[config.mk]
export PLATFORM = sky130hd
export DESIGN_NAME = balance_car_cascaded_pid_core
export DESIGN_NICKNAME = d
export VERILOG_FILES = /design/src/hdl/bccp_pkg.sv /design/src/hdl/bccp_ctrl.sv /design/src/hdl/bccp_dp.sv /design/src/hdl/balance_car_cascaded_pid_core.sv
export SDC_FILE = /design/constraint.sdc
export NUM_CORES = 2
export LEC_CHECK = 0
export BUFFER_PORTS_ARGS = -buffer_cell sky130_fd_sc_hd__buf_2
export CAP_MARGIN = 40
export CORE_ASPECT_RATIO = 1.5
export CORE_MARGIN = 2
export CORE_UTILIZATION = 46
export CTS_CLUSTER_SIZE = 20
export DETAILED_ROUTE_END_ITERATION = 6
export GPL_TIMING_DRIVEN = 1
export PLACE_DENSITY = 0.62
export SETUP_SLACK_MARGIN = 0.2
export SYNTH_ARGS = -nofsm -noshare
export SYNTH_HDL_FRONTEND = slang
export SYNTH_HIERARCHICAL = 1
export SYNTH_SLANG_ARGS = --single-unit
[constraint.sdc]
create_clock -name i_clk -period 13.1 [get_ports i_clk]
set_input_delay 2.62 -clock i_clk [delete_from_list [all_inputs] [get_ports i_clk]]
set_output_delay 2.62 -clock i_clk [all_outputs]
set_load 0.1 [all_outputs]
[src/hdl/bccp_pkg.sv]
package bccp_pkg;

    // Defaults for the ramp and integral bounds
    localparam int SPEED_TARGET_MAX_DEF = 10;
    localparam int TURN_TARGET_MAX_DEF  = 100;
    localparam int INTEGRAL_LIMIT_DEF   = 20000;

    // Turn ramp step per tick
    localparam int TURN_STEP = 30;

    // Configuration port
    localparam int CFG_W     = 32;
    localparam int CFG_IDX_W = 3;

    // Datapath widths
    localparam int MUL_A_W    = 32;
    localparam int MUL_B_W    = 25;
    localparam int PROD_W     = MUL_A_W + MUL_B_W;
    localparam int ACC_W      = PROD_W + 1;
    localparam int ERR_W      = 18;
    localparam int FE_W       = 18;
    localparam int MIX_W      = 22;
    localparam int VEL_W      = 16;
    localparam int TRUNC_LO   = 16;
    localparam int TRUNC_HI   = 24;
    localparam int UP_W       = ACC_W - TRUNC_HI;
    localparam int TURN_SUM_W = 33;
    localparam int DRV_SUM_W  = 35;
    localparam int DRV_W      = 16;
    localparam int LIM_W      = 15;

    // x/10 as (x * RECIP10) >> RECIP_SHIFT, exact for 0 <= x < 2^22
    localparam int RECIP10     = 838861;
    localparam int RECIP_SHIFT = 23;

    // Register indexes
    typedef enum logic [CFG_IDX_W-1:0] {
        REG_UPRIGHT_KP     = 3'd0,
        REG_UPRIGHT_KD     = 3'd1,
        REG_SPEED_KP       = 3'd2,
        REG_SPEED_KI       = 3'd3,
        REG_STEER_KP       = 3'd4,
        REG_STEER_KD       = 3'd5,
        REG_BALANCE_OFFSET = 3'd6,
        REG_DRIVE_LIMIT    = 3'd7
    } t_cfg_idx;

    typedef struct packed {
        logic signed [31:0]    upright_kp;
        logic signed [31:0]    upright_kd;
        logic signed [31:0]    speed_kp;
        logic signed [31:0]    speed_ki;
        logic signed [31:0]    steer_kp;
        logic signed [31:0]    steer_kd;
        logic signed [15:0]    balance_offset;
        logic [LIM_W-1:0]      drive_limit;
    } t_cfg;

    localparam t_cfg CFG_RESET = '{
        upright_kp:     -32'sd11796480,
        upright_kd:     -32'sd58982,
        speed_kp:       -32'sd52429,
        speed_ki:       -32'sd262,
        steer_kp:       32'sd655360,
        steer_kd:       32'sd39322,
        balance_offset: 16'sd0,
        drive_limit:    15'd7000
    };

    // Input and result items
    typedef struct packed {
        logic signed [15:0] enc_left;
        logic signed [15:0] enc_right_raw;
        logic signed [15:0] roll_angle;
        logic signed [15:0] gyro_x;
        logic signed [15:0] gyro_z;
        logic               fwd_btn;
        logic               back_btn;
        logic               left_btn;
        logic               right_btn;
        logic               obstacle_near;
        logic               clear_integral;
    } t_in_item;

    typedef struct packed {
        logic signed [DRV_W-1:0] drive_left;
        logic signed [DRV_W-1:0] drive_right;
    } t_out_item;

    // Sequencer states
    typedef enum logic [3:0] {
        ST_IDLE,
        ST_RAMP,
        ST_DIV,
        ST_FILT,
        ST_INTEG,
        ST_VKI,
        ST_VACC,
        ST_VEL,
        ST_UKP,
        ST_UKD,
        ST_UACC,
        ST_UPR,
        ST_TACC,
        ST_TURN,
        ST_OUT
    } t_state;

    // Shared multiplier operand select
    typedef enum logic [2:0] {
        MS_RECIP,
        MS_SKP,
        MS_SKI,
        MS_UKP,
        MS_UKD,
        MS_TKP,
        MS_TKD
    } t_mul_sel;

    // Accumulator operation
    typedef enum logic [1:0] {
        ACC_HOLD,
        ACC_LOAD,
        ACC_ADD,
        ACC_ADD_SH8
    } t_acc_op;

    typedef struct packed {
        logic     in_load;
        logic     ramp;
        logic     div_start;
        logic     div_fin;
        logic     int_upd;
        logic     vel_upd;
        logic     up_upd;
        logic     turn_upd;
        logic     trunc_hi;
        logic     out_load;
        t_mul_sel mul_sel;
        t_acc_op  acc_op;
    } t_dp_cmd;

    typedef struct packed {
        logic out_free;
    } t_dp_status;

endpackage

[src/hdl/bccp_ctrl.sv]
module bccp_ctrl
    import bccp_pkg::*;
(
    input  logic       i_clk,
    input  logic       i_rst_n,
    input  logic       i_in_valid,
    input  t_dp_status i_status,
    output logic       o_in_ready,
    output t_dp_cmd    o_cmd
);

    t_state r_state;
    t_state n_state;

    // State register
    always_ff @(posedge i_clk) begin
        if (!i_rst_n) begin
            r_state <= ST_IDLE;
        end else begin
            r_state <= n_state;
        end
    end

    // Next state
    always_comb begin
        n_state = r_state;
        unique case (r_state)
            ST_IDLE:  if (i_in_valid) n_state = ST_RAMP;
            ST_RAMP:  n_state = ST_DIV;
            ST_DIV:   n_state = ST_FILT;
            ST_FILT:  n_state = ST_INTEG;
            ST_INTEG: n_state = ST_VKI;
            ST_VKI:   n_state = ST_VACC;
            ST_VACC:  n_state = ST_VEL;
            ST_VEL:   n_state = ST_UKP;
            ST_UKP:   n_state = ST_UKD;
            ST_UKD:   n_state = ST_UACC;
            ST_UACC:  n_state = ST_UPR;
            ST_UPR:   n_state = ST_TACC;
            ST_TACC:  n_state = ST_TURN;
            ST_TURN:  n_state = ST_OUT;
            ST_OUT:   if (i_status.out_free) n_state = ST_IDLE;
            default:  n_state = ST_IDLE;
        endcase
    end

    // Commands per state
    always_comb begin
        o_in_ready = 1'b0;
        o_cmd      = '0;
        o_cmd.mul_sel = MS_RECIP;
        o_cmd.acc_op  = ACC_HOLD;
        unique case (r_state)
            ST_IDLE: begin
                o_in_ready    = 1'b1;
                o_cmd.in_load = i_in_valid;
            end
            ST_RAMP: o_cmd.ramp = 1'b1;
            ST_DIV: begin
                o_cmd.div_start = 1'b1;
                o_cmd.mul_sel   = MS_RECIP;
            end
            ST_FILT: o_cmd.div_fin = 1'b1;
            ST_INTEG: begin
                o_cmd.int_upd = 1'b1;
                o_cmd.mul_sel = MS_SKP;
            end
            ST_VKI: begin
                o_cmd.mul_sel = MS_SKI;
                o_cmd.acc_op  = ACC_LOAD;
            end
            ST_VACC: o_cmd.acc_op = ACC_ADD;
            ST_VEL:  o_cmd.vel_upd = 1'b1;
            ST_UKP:  o_cmd.mul_sel = MS_UKP;
            ST_UKD: begin
                o_cmd.mul_sel = MS_UKD;
                o_cmd.acc_op  = ACC_LOAD;
            end
            ST_UACC: begin
                o_cmd.acc_op  = ACC_ADD_SH8;
                o_cmd.mul_sel = MS_TKP;
            end
            ST_UPR: begin
                o_cmd.up_upd   = 1'b1;
                o_cmd.trunc_hi = 1'b1;
                o_cmd.acc_op   = ACC_LOAD;
                o_cmd.mul_sel  = MS_TKD;
            end
            ST_TACC: o_cmd.acc_op = ACC_ADD;
            ST_TURN: o_cmd.turn_upd = 1'b1;
            ST_OUT:  o_cmd.out_load = i_status.out_free;
            default: o_cmd = '0;
        endcase
    end

endmodule

[src/hdl/bccp_dp.sv]
module bccp_dp
    import bccp_pkg::*;
#(
    parameter int SPEED_TARGET_MAX = SPEED_TARGET_MAX_DEF,
    parameter int TURN_TARGET_MAX  = TURN_TARGET_MAX_DEF,
    parameter int INTEGRAL_LIMIT   = INTEGRAL_LIMIT_DEF
) (
    input  logic       i_clk,
    input  logic       i_rst_n,
    input  t_cfg       i_cfg,
    input  t_in_item   i_in_data,
    input  t_dp_cmd    i_cmd,
    input  logic       i_out_ready,
    output t_dp_status o_status,
    output logic       o_out_valid,
    output t_out_item  o_out_data
);

    localparam int SPD_W     = $clog2(SPEED_TARGET_MAX + 1) + 1;
    localparam int TURN_W    = $clog2(TURN_TARGET_MAX + 1) + 1;
    localparam int INT_W     = $clog2(INTEGRAL_LIMIT + 1) + 1;
    localparam int RMP_S_W   = SPD_W + 2;
    localparam int RMP_T_W   = ((TURN_W > 6) ? TURN_W : 6) + 2;
    localparam int INT_SUM_W = ((INT_W > FE_W) ? INT_W : FE_W) + 1;
    localparam int VRAW_W    = ACC_W - TRUNC_LO;

    localparam logic signed [RMP_S_W-1:0]   SPD_HI  = RMP_S_W'(SPEED_TARGET_MAX);
    localparam logic signed [RMP_S_W-1:0]   SPD_LO  = -RMP_S_W'(SPEED_TARGET_MAX);
    localparam logic signed [RMP_T_W-1:0]   TURN_HI = RMP_T_W'(TURN_TARGET_MAX);
    localparam logic signed [RMP_T_W-1:0]   TURN_LO = -RMP_T_W'(TURN_TARGET_MAX);
    localparam logic signed [RMP_T_W-1:0]   TSTEP   = RMP_T_W'(TURN_STEP);
    localparam logic signed [INT_SUM_W-1:0] INT_HI  = INT_SUM_W'(INTEGRAL_LIMIT);
    localparam logic signed [INT_SUM_W-1:0] INT_LO  = -INT_SUM_W'(INTEGRAL_LIMIT);
    localparam logic signed [VRAW_W-1:0]    VEL_HI  = VRAW_W'(32767);
    localparam logic signed [VRAW_W-1:0]    VEL_LO  = -VRAW_W'(32768);
    localparam logic signed [ACC_W-1:0]     BIAS_LO = ACC_W'((64'sd1 <<< TRUNC_LO) - 1);
    localparam logic signed [ACC_W-1:0]     BIAS_HI = ACC_W'((64'sd1 <<< TRUNC_HI) - 1);

    // Registers
    t_in_item                 r_in;
    logic signed [SPD_W-1:0]  r_speed_target, n_speed_target;
    logic signed [TURN_W-1:0] r_turn_target,  n_turn_target;
    logic signed [ERR_W-1:0]  r_err,          n_err;
    logic signed [FE_W-1:0]   r_fe,           n_fe;
    logic signed [INT_W-1:0]  r_si,           n_si;
    logic                     r_neg;
    logic signed [PROD_W-1:0] r_prod,         n_prod;
    logic signed [ACC_W-1:0]  r_acc,          n_acc;
    logic signed [VEL_W-1:0]  r_vel,          n_vel;
    logic signed [UP_W-1:0]   r_upright,      n_upright;
    logic signed [TURN_SUM_W-1:0] r_turn,     n_turn;
    t_out_item                r_out,          n_out;
    logic                     r_out_valid;

    // Combinational temporaries
    logic signed [RMP_S_W-1:0]   spd_sum;
    logic signed [RMP_T_W-1:0]   turn_sum;
    logic signed [MIX_W-1:0]     mix, mix_abs;
    logic signed [MUL_A_W-1:0]   mul_a, turn_kd;
    logic signed [MUL_B_W-1:0]   mul_b, setpoint, ang_err;
    logic signed [FE_W-1:0]      quot;
    logic signed [INT_SUM_W-1:0] int_sum;
    logic signed [ACC_W-1:0]     bias, biased;
    logic signed [VRAW_W-1:0]    vraw;
    logic signed [DRV_SUM_W-1:0] dsum_l, dsum_r, lim;
    logic                        turning;

    // Speed and turn target ramps
    always_comb begin
        spd_sum = (r_in.fwd_btn || r_in.back_btn) ? RMP_S_W'(r_speed_target) : '0;
        if (r_in.fwd_btn) begin
            spd_sum = r_in.obstacle_near ? spd_sum + RMP_S_W'(1) : spd_sum - RMP_S_W'(1);
        end
        if (r_in.back_btn) begin
            spd_sum = spd_sum + RMP_S_W'(1);
        end
        if (spd_sum > SPD_HI) begin
            spd_sum = SPD_HI;
        end else if (spd_sum < SPD_LO) begin
            spd_sum = SPD_LO;
        end
        n_speed_target = SPD_W'(spd_sum);

        turning  = r_in.left_btn || r_in.right_btn;
        turn_sum = turning ? RMP_T_W'(r_turn_target) : '0;
        if (r_in.left_btn) begin
            turn_sum = turn_sum + TSTEP;
        end
        if (r_in.right_btn) begin
            turn_sum = turn_sum - TSTEP;
        end
        if (turn_sum > TURN_HI) begin
            turn_sum = TURN_HI;
        end else if (turn_sum < TURN_LO) begin
            turn_sum = TURN_LO;
        end
        n_turn_target = TURN_W'(turn_sum);

        n_err = ERR_W'(r_in.enc_left) - ERR_W'(r_in.enc_right_raw)
              - ERR_W'(n_speed_target);
    end

    // Filter mix 3*err + 7*fe and its magnitude for the divide by ten
    always_comb begin
        mix = MIX_W'(r_err) + (MIX_W'(r_err) <<< 1)
            + (MIX_W'(r_fe) <<< 3) - MIX_W'(r_fe);
        mix_abs = mix[MIX_W-1] ? -mix : mix;
    end

    // Quotient back to signed, truncated toward zero
    always_comb begin
        quot = signed'(r_prod[RECIP_SHIFT +: FE_W]);
        n_fe = r_neg ? -quot : quot;
    end

    // Integral update with clamp and clear
    always_comb begin
        int_sum = INT_SUM_W'(r_si) + INT_SUM_W'(r_fe);
        if (int_sum > INT_HI) begin
            int_sum = INT_HI;
        end else if (int_sum < INT_LO) begin
            int_sum = INT_LO;
        end
        n_si = r_in.clear_integral ? '0 : INT_W'(int_sum);
    end

    // Shared multiplier operands
    always_comb begin
        turn_kd  = turning ? '0 : i_cfg.steer_kd;
        setpoint = (MUL_B_W'(r_vel) <<< 8) + MUL_B_W'(i_cfg.balance_offset);
        ang_err  = MUL_B_W'(r_in.roll_angle) - setpoint;
        unique case (i_cmd.mul_sel)
            MS_RECIP: begin
                mul_a = MUL_A_W'(RECIP10);
                mul_b = MUL_B_W'(mix_abs);
            end
            MS_SKP: begin
                mul_a = i_cfg.speed_kp;
                mul_b = MUL_B_W'(r_fe);
            end
            MS_SKI: begin
                mul_a = i_cfg.speed_ki;
                mul_b = MUL_B_W'(r_si);
            end
            MS_UKP: begin
                mul_a = i_cfg.upright_kp;
                mul_b = ang_err;
            end
            MS_UKD: begin
                mul_a = i_cfg.upright_kd;
                mul_b = MUL_B_W'(r_in.gyro_x);
            end
            MS_TKP: begin
                mul_a = i_cfg.steer_kp;
                mul_b = MUL_B_W'(r_turn_target);
            end
            MS_TKD: begin
                mul_a = turn_kd;
                mul_b = MUL_B_W'(r_in.gyro_z);
            end
            default: begin
                mul_a = '0;
                mul_b = '0;
            end
        endcase
        n_prod = mul_a * mul_b;
    end

    // Accumulator
    always_comb begin
        unique case (i_cmd.acc_op)
            ACC_HOLD:    n_acc = r_acc;
            ACC_LOAD:    n_acc = ACC_W'(r_prod);
            ACC_ADD:     n_acc = r_acc + ACC_W'(r_prod);
            ACC_ADD_SH8: n_acc = r_acc + (ACC_W'(r_prod) <<< 8);
            default:     n_acc = r_acc;
        endcase
    end

    // Shift right with truncation toward zero
    always_comb begin
        bias   = r_acc[ACC_W-1] ? (i_cmd.trunc_hi ? BIAS_HI : BIAS_LO) : '0;
        biased = r_acc + bias;
        vraw   = signed'(biased[ACC_W-1:TRUNC_LO]);
        if (vraw > VEL_HI) begin
            n_vel = VEL_W'(VEL_HI);
        end else if (vraw < VEL_LO) begin
            n_vel = VEL_W'(VEL_LO);
        end else begin
            n_vel = VEL_W'(vraw);
        end
        n_upright = signed'(biased[ACC_W-1:TRUNC_HI]);
        n_turn    = TURN_SUM_W'(vraw);
    end

    // Motor mix and saturation
    always_comb begin
        lim    = DRV_SUM_W'(signed'({1'b0, i_cfg.drive_limit}));
        dsum_l = DRV_SUM_W'(r_upright) - DRV_SUM_W'(r_turn);
        dsum_r = DRV_SUM_W'(r_upright) + DRV_SUM_W'(r_turn);
        if (dsum_l > lim) begin
            dsum_l = lim;
        end else if (dsum_l < -lim) begin
            dsum_l = -lim;
        end
        if (dsum_r > lim) begin
            dsum_r = lim;
        end else if (dsum_r < -lim) begin
            dsum_r = -lim;
        end
        n_out.drive_left  = DRV_W'(dsum_l);
        n_out.drive_right = DRV_W'(dsum_r);
    end

    // Loop state, reset to zero
    always_ff @(posedge i_clk) begin
        if (!i_rst_n) begin
            r_speed_target <= '0;
            r_turn_target  <= '0;
            r_fe           <= '0;
            r_si           <= '0;
        end else begin
            if (i_cmd.ramp) begin
                r_speed_target <= n_speed_target;
                r_turn_target  <= n_turn_target;
            end
            if (i_cmd.div_fin) begin
                r_fe <= n_fe;
            end
            if (i_cmd.int_upd) begin
                r_si <= n_si;
            end
        end
    end

    // Working registers
    always_ff @(posedge i_clk) begin
        if (i_cmd.in_load) begin
            r_in <= i_in_data;
        end
        if (i_cmd.ramp) begin
            r_err <= n_err;
        end
        if (i_cmd.div_start) begin
            r_neg <= mix[MIX_W-1];
        end
        if (i_cmd.vel_upd) begin
            r_vel <= n_vel;
        end
        if (i_cmd.up_upd) begin
            r_upright <= n_upright;
        end
        if (i_cmd.turn_upd) begin
            r_turn <= n_turn;
        end
        if (i_cmd.out_load) begin
            r_out <= n_out;
        end
        r_prod <= n_prod;
        r_acc  <= n_acc;
    end

    // Output register
    always_ff @(posedge i_clk) begin
        if (!i_rst_n) begin
            r_out_valid <= 1'b0;
        end else if (i_cmd.out_load) begin
            r_out_valid <= 1'b1;
        end else if (i_out_ready) begin
            r_out_valid <= 1'b0;
        end
    end

    assign o_status.out_free = !r_out_valid || i_out_ready;
    assign o_out_valid       = r_out_valid;
    assign o_out_data        = r_out;

endmodule

[src/hdl/balance_car_cascaded_pid_core.sv]
// Cascaded PID controller for a two-wheel balancing car.
// Input channel (i_in_valid / o_in_ready / i_in_data): one control tick per
// item with encoder counts, roll angle, gyro rates and command flags.
// Output channel (o_out_valid / i_out_ready / o_out_data): one item per tick
// with the left and right motor drives, saturated at +-drive_limit.
// Configuration: i_cfg_we writes i_cfg_data into register i_cfg_idx;
// write only while no tick is in flight.
// Timing: a tick is sequenced over one shared 32x25 multiplier and one
// accumulator through the states RAMP to TURN. The result is loaded into the
// output register in OUT, and the next item is accepted only once the
// sequencer is back in IDLE, so a new item never overlaps the last one.
// Stall: the output register holds a finished item until it is taken; the
// next item may be accepted and worked on meanwhile, but its result waits
// in the last step until the output register frees.
// Reset (synchronous, active low): gains return to their defaults and the
// speed/turn targets, filtered error and speed integral clear to zero.
module balance_car_cascaded_pid_core
    import bccp_pkg::*;
#(
    parameter int SPEED_TARGET_MAX = SPEED_TARGET_MAX_DEF,
    parameter int TURN_TARGET_MAX  = TURN_TARGET_MAX_DEF,
    parameter int INTEGRAL_LIMIT   = INTEGRAL_LIMIT_DEF
) (
    input  logic                 i_clk,
    input  logic                 i_rst_n,
    input  logic                 i_in_valid,
    output logic                 o_in_ready,
    input  t_in_item             i_in_data,
    output logic                 o_out_valid,
    input  logic                 i_out_ready,
    output t_out_item            o_out_data,
    input  logic                 i_cfg_we,
    input  logic [CFG_IDX_W-1:0] i_cfg_idx,
    input  logic [CFG_W-1:0]     i_cfg_data
);

    t_cfg       r_cfg;
    t_cfg       n_cfg;
    t_dp_cmd    cmd;
    t_dp_status status;

    // Configuration register file
    always_comb begin
        n_cfg = r_cfg;
        if (i_cfg_we) begin
            unique case (t_cfg_idx'(i_cfg_idx))
                REG_UPRIGHT_KP:     n_cfg.upright_kp     = i_cfg_data;
                REG_UPRIGHT_KD:     n_cfg.upright_kd     = i_cfg_data;
                REG_SPEED_KP:       n_cfg.speed_kp       = i_cfg_data;
                REG_SPEED_KI:       n_cfg.speed_ki       = i_cfg_data;
                REG_STEER_KP:       n_cfg.steer_kp       = i_cfg_data;
                REG_STEER_KD:       n_cfg.steer_kd       = i_cfg_data;
                REG_BALANCE_OFFSET: n_cfg.balance_offset = i_cfg_data[15:0];
                REG_DRIVE_LIMIT:    n_cfg.drive_limit    = i_cfg_data[LIM_W-1:0];
                default:            n_cfg = r_cfg;
            endcase
        end
    end

    always_ff @(posedge i_clk) begin
        if (!i_rst_n) begin
            r_cfg <= CFG_RESET;
        end else begin
            r_cfg <= n_cfg;
        end
    end

    // Sequencer
    bccp_ctrl u_ctrl (
        .i_clk      (i_clk),
        .i_rst_n    (i_rst_n),
        .i_in_valid (i_in_valid),
        .i_status   (status),
        .o_in_ready (o_in_ready),
        .o_cmd      (cmd)
    );

    // Datapath
    bccp_dp #(
        .SPEED_TARGET_MAX (SPEED_TARGET_MAX),
        .TURN_TARGET_MAX  (TURN_TARGET_MAX),
        .INTEGRAL_LIMIT   (INTEGRAL_LIMIT)
    ) u_dp (
        .i_clk       (i_clk),
        .i_rst_n     (i_rst_n),
        .i_cfg       (r_cfg),
        .i_in_data   (i_in_data),
        .i_cmd       (cmd),
        .i_out_ready (i_out_ready),
        .o_status    (status),
        .o_out_valid (o_out_valid),
        .o_out_data  (o_out_data)
    );

    // A tick in flight blocks the next item
    a_busy_after_accept: assert property (@(posedge i_clk) disable iff (!i_rst_n)
        (i_in_valid && o_in_ready) |=> !o_in_ready)
        else $error("input accepted again right after an accept");

    // The result is only loaded when the output register can take it
    a_load_when_free: assert property (@(posedge i_clk) disable iff (!i_rst_n)
        cmd.out_load |-> status.out_free)
        else $error("result loaded over a pending item");

    // Ramp step follows every accept
    a_ramp_after_load: assert property (@(posedge i_clk) disable iff (!i_rst_n)
        cmd.in_load |=> cmd.ramp)
        else $error("ramp step missing after accept");

    // Never accept and deliver in the same cycle
    a_no_overlap: assert property (@(posedge i_clk) disable iff (!i_rst_n)
        !(cmd.in_load && cmd.out_load))
        else $error("accept and result load overlap");

endmodule

==> run summary <==
Nets@finish: 9763
Routability congestion estimate: 0.998
CTS tree: done
Max-slew violation count: 0
Pre-CTS WS: 0.230 ns
Number of clock sinks: 610
Std cell rows: 179
Die Wd: 329 µm
Mapped Nets: 9697
DR WL/cell: 24.8 µm
Area grow syn2layout: 8.85%
Largest net degree at the start of global routing: 162
GR Util All Layers: 31.8%
Worst slew pin tran: 0.954 ns
Yosys top cell by area: fa_1
Top FF cell, synth: dfxtp_1
Core area: 158000 µm²
Finished Layout Cells: 10.3k
Seq/Total Area, Yosys: 20.5%
F_max: 81.8 MHz
Register bit total from synthesis: 610
Tcrit/Tclk final: 93.3%
Final Setup Violations: 0
Delay-heaviest family, CP: adder cells
Placed insts: 10.2k
Total of max-cap violations: 0
DR pass1 iterations: 6
Synth top area cells: fa_1 24%, edfxtp_1 11%, ha_1 9.6%
DP HPWL: 208000 µm
Status: complete, no violations
Clock edge transition at the registers on the reported setup and hold paths: 0.06 ns
Die Span Y: 492 µm
Count leader, synth: inv_1
Routed WL: 256000 µm
Io pins: 160
WP data arrival: 12.85 ns
Crit Path Class: register to register
Distinct cells, synth: 99
Slew headroom: 36.4%
First-pass GRT wire length: 385000 µm
Initial antenna violation count: 19
Worst Path Buf+Inv: 5
Clk_skew: 0.0587 ns
DRC: 0
Synth Instances: 8121
Crit path largest cell delay: 0.59 ns
Clk root buf: clkbuf_16
Synthesis Warnings: 6
Hold-fix buffer count after cts: 0
Die area: 162000 µm²
Final Hold Viols: 0
Hold Crit Class: register to register
Setup_tns: 0 ns
CP max-delay cell: fa_1
Via Count: 59.9k
Crit path time final: 12.23 ns
Area share of the largest cell type after synthesis: 24.5%
Critical path's most frequent cell: fa_1
Initial Utilization: 46.2%
CP max FO: 25
Synthesized area: 73000 µm²
Synthesized area per cell: 8.99 µm²
Fillers: 15.1k
CTS Buf Count: 72
EDFF count, synth: 278
Clk Latency, worst-skew pair: 0.75 ns
Number of global-route vias before repair: 62.8k
Synth cell count leaders: 1120 x inv_1, 980 x nand2_1, 892 x fa_1, 558 x ha_1, 508 x nor2_1
Port Buffers: 159
CP required: 13.72 ns
Final WS setup: 0.872 ns
Worst Setup End Kind: register
Clock buffer depth: 3
RSZ-0062 raised after global routing: no
Critical Path Source Type: register
DRT iter0 DRCs: 4401
Routed Antenna Nets: 0
Gr ovfl total: 0
H-tree levels: 3
Layout cell share with drive strength beyond 1: 7.26%
Vias per cell: 5.80
Post-synthesis async set-or-reset flop share: 0%
==> repair_timing <==
action	in CTS	in global routing
buffers inserted	0	2
endpoints found under the setup margin	1	9
gates resized for setup	1	10
pin swaps	0	2
==> layout make-up <==
class | instances | area (µm²) | area share [%]
clock inverters | 37 | 454 | 0.572
flip-flops and latches | 610 | 15000 | 18.9
multi-input cells | 6021 | 52600 | 66.2
well taps | 2081 | 2600 | 3.28
inverters | 1125 | 4220 | 5.31
diodes | 7 | 17.5 | 0.0220
clock buffers | 96 | 2030 | 2.56
repair buffers | 357 | 2500 | 3.15
==> state kept, by name (all words and copies together), names as in the netlist <==
name                 flops
u_dp/r_turn_target       8
u_dp/r_in               86
u_dp/r_err              18
u_dp/r_upright          34
r_cfg                  223
u_dp/o_out_valid         1
u_dp/o_out_data         32
u_dp/r_si               16
u_dp/r_neg               1
u_ctrl/r_state           4
u_dp/r_fe               18
u_dp/r_turn             33
u_dp/r_vel              16
u_dp/r_acc              58
u_dp/r_speed_target      5
u_dp/r_prod             57
==> stage by stage <==
step                hold WS (ns)  utilization (%)  area [µm²]
floorplan                  0.425                -       73000
global placement           0.441             48.4       76600
detailed placement         0.447             48.6       76900
CTS                        0.459             50.2       79400
global route               0.476             50.3       79500
finish                     0.457             50.3       79500
==> path summary, 6_finish.rpt <==
check                      from         endpoint  slack (ns)  cells after the start
hold reg to reg       r_cfg[86]        r_cfg[86]        0.46                      2
setup reg to reg  u_dp/r_err[2]  u_dp/r_prod[55]        0.87                     39
hold / removal        r_cfg[86]        r_cfg[86]        0.46                      2
setup / recovery  u_dp/r_err[2]  u_dp/r_prod[55]        0.87                     39
==> placed cells by master, fill, tap and decap left out, drive strengths merged, types with 34 or more instances in the layout <==
| cell type | instances |
|---|---|
| nand4 | 51 |
| nand2 | 980 |
| nor3 | 107 |
| o21a | 55 |
| a211oi | 60 |
| o211ai | 34 |
| xnor2 | 231 |
| a31oi | 47 |
| o21ai | 326 |
| a21o | 180 |
| clkbuf | 96 |
| and3 | 49 |
| edfxtp | 278 |
| a22oi | 58 |
| nor2b | 234 |
| xor2 | 133 |
| dfxtp | 332 |
| o31ai | 37 |
| nor2 | 508 |
| a21oi | 387 |
| o21bai | 50 |
| nand3 | 91 |
| and2 | 96 |
| mux2i | 308 |
| fa | 892 |
| buf | 354 |
| nand2b | 77 |
| or3 | 37 |
| ha | 558 |
| inv | 1130 |
==> logic make-up after synthesis <==
group | count (synthesis) | synth area share, %
adder cells (fa/ha/maj) | 1451 | 34.0
multiplexers | 324 | 4.47
flip-flops | 610 | 20.5
buffers and inverters | 1490 | 7.85
XOR/XNOR | 364 | 4.37
AND/OR/NAND/NOR | 2366 | 15.1
AO/OA/AOI/OAI | 1516 | 13.6
==> routing by layer <==
metal / vias to the layer above / GRT usage [%] / wire, µm
met4: 12 / 22.0 / 20500
met5: - / 0 / 90
met3: 681 / 4.53 / 13200
met1: 30214 / 34.1 / 90000
li1: 27134 / - / -
met2: 1892 / 57.2 / 133000
==> worst min-delay path, delay by kind of cell (launching register included) <==
family	cells	cell delay, ns
multiplexers	1	0.05
AND/OR/NAND/NOR	1	0.05
flip-flops	1	0.31
Power is not shown: default switching activity piles up to over one toggle a cycle in this logic, so the estimate is an artifact.
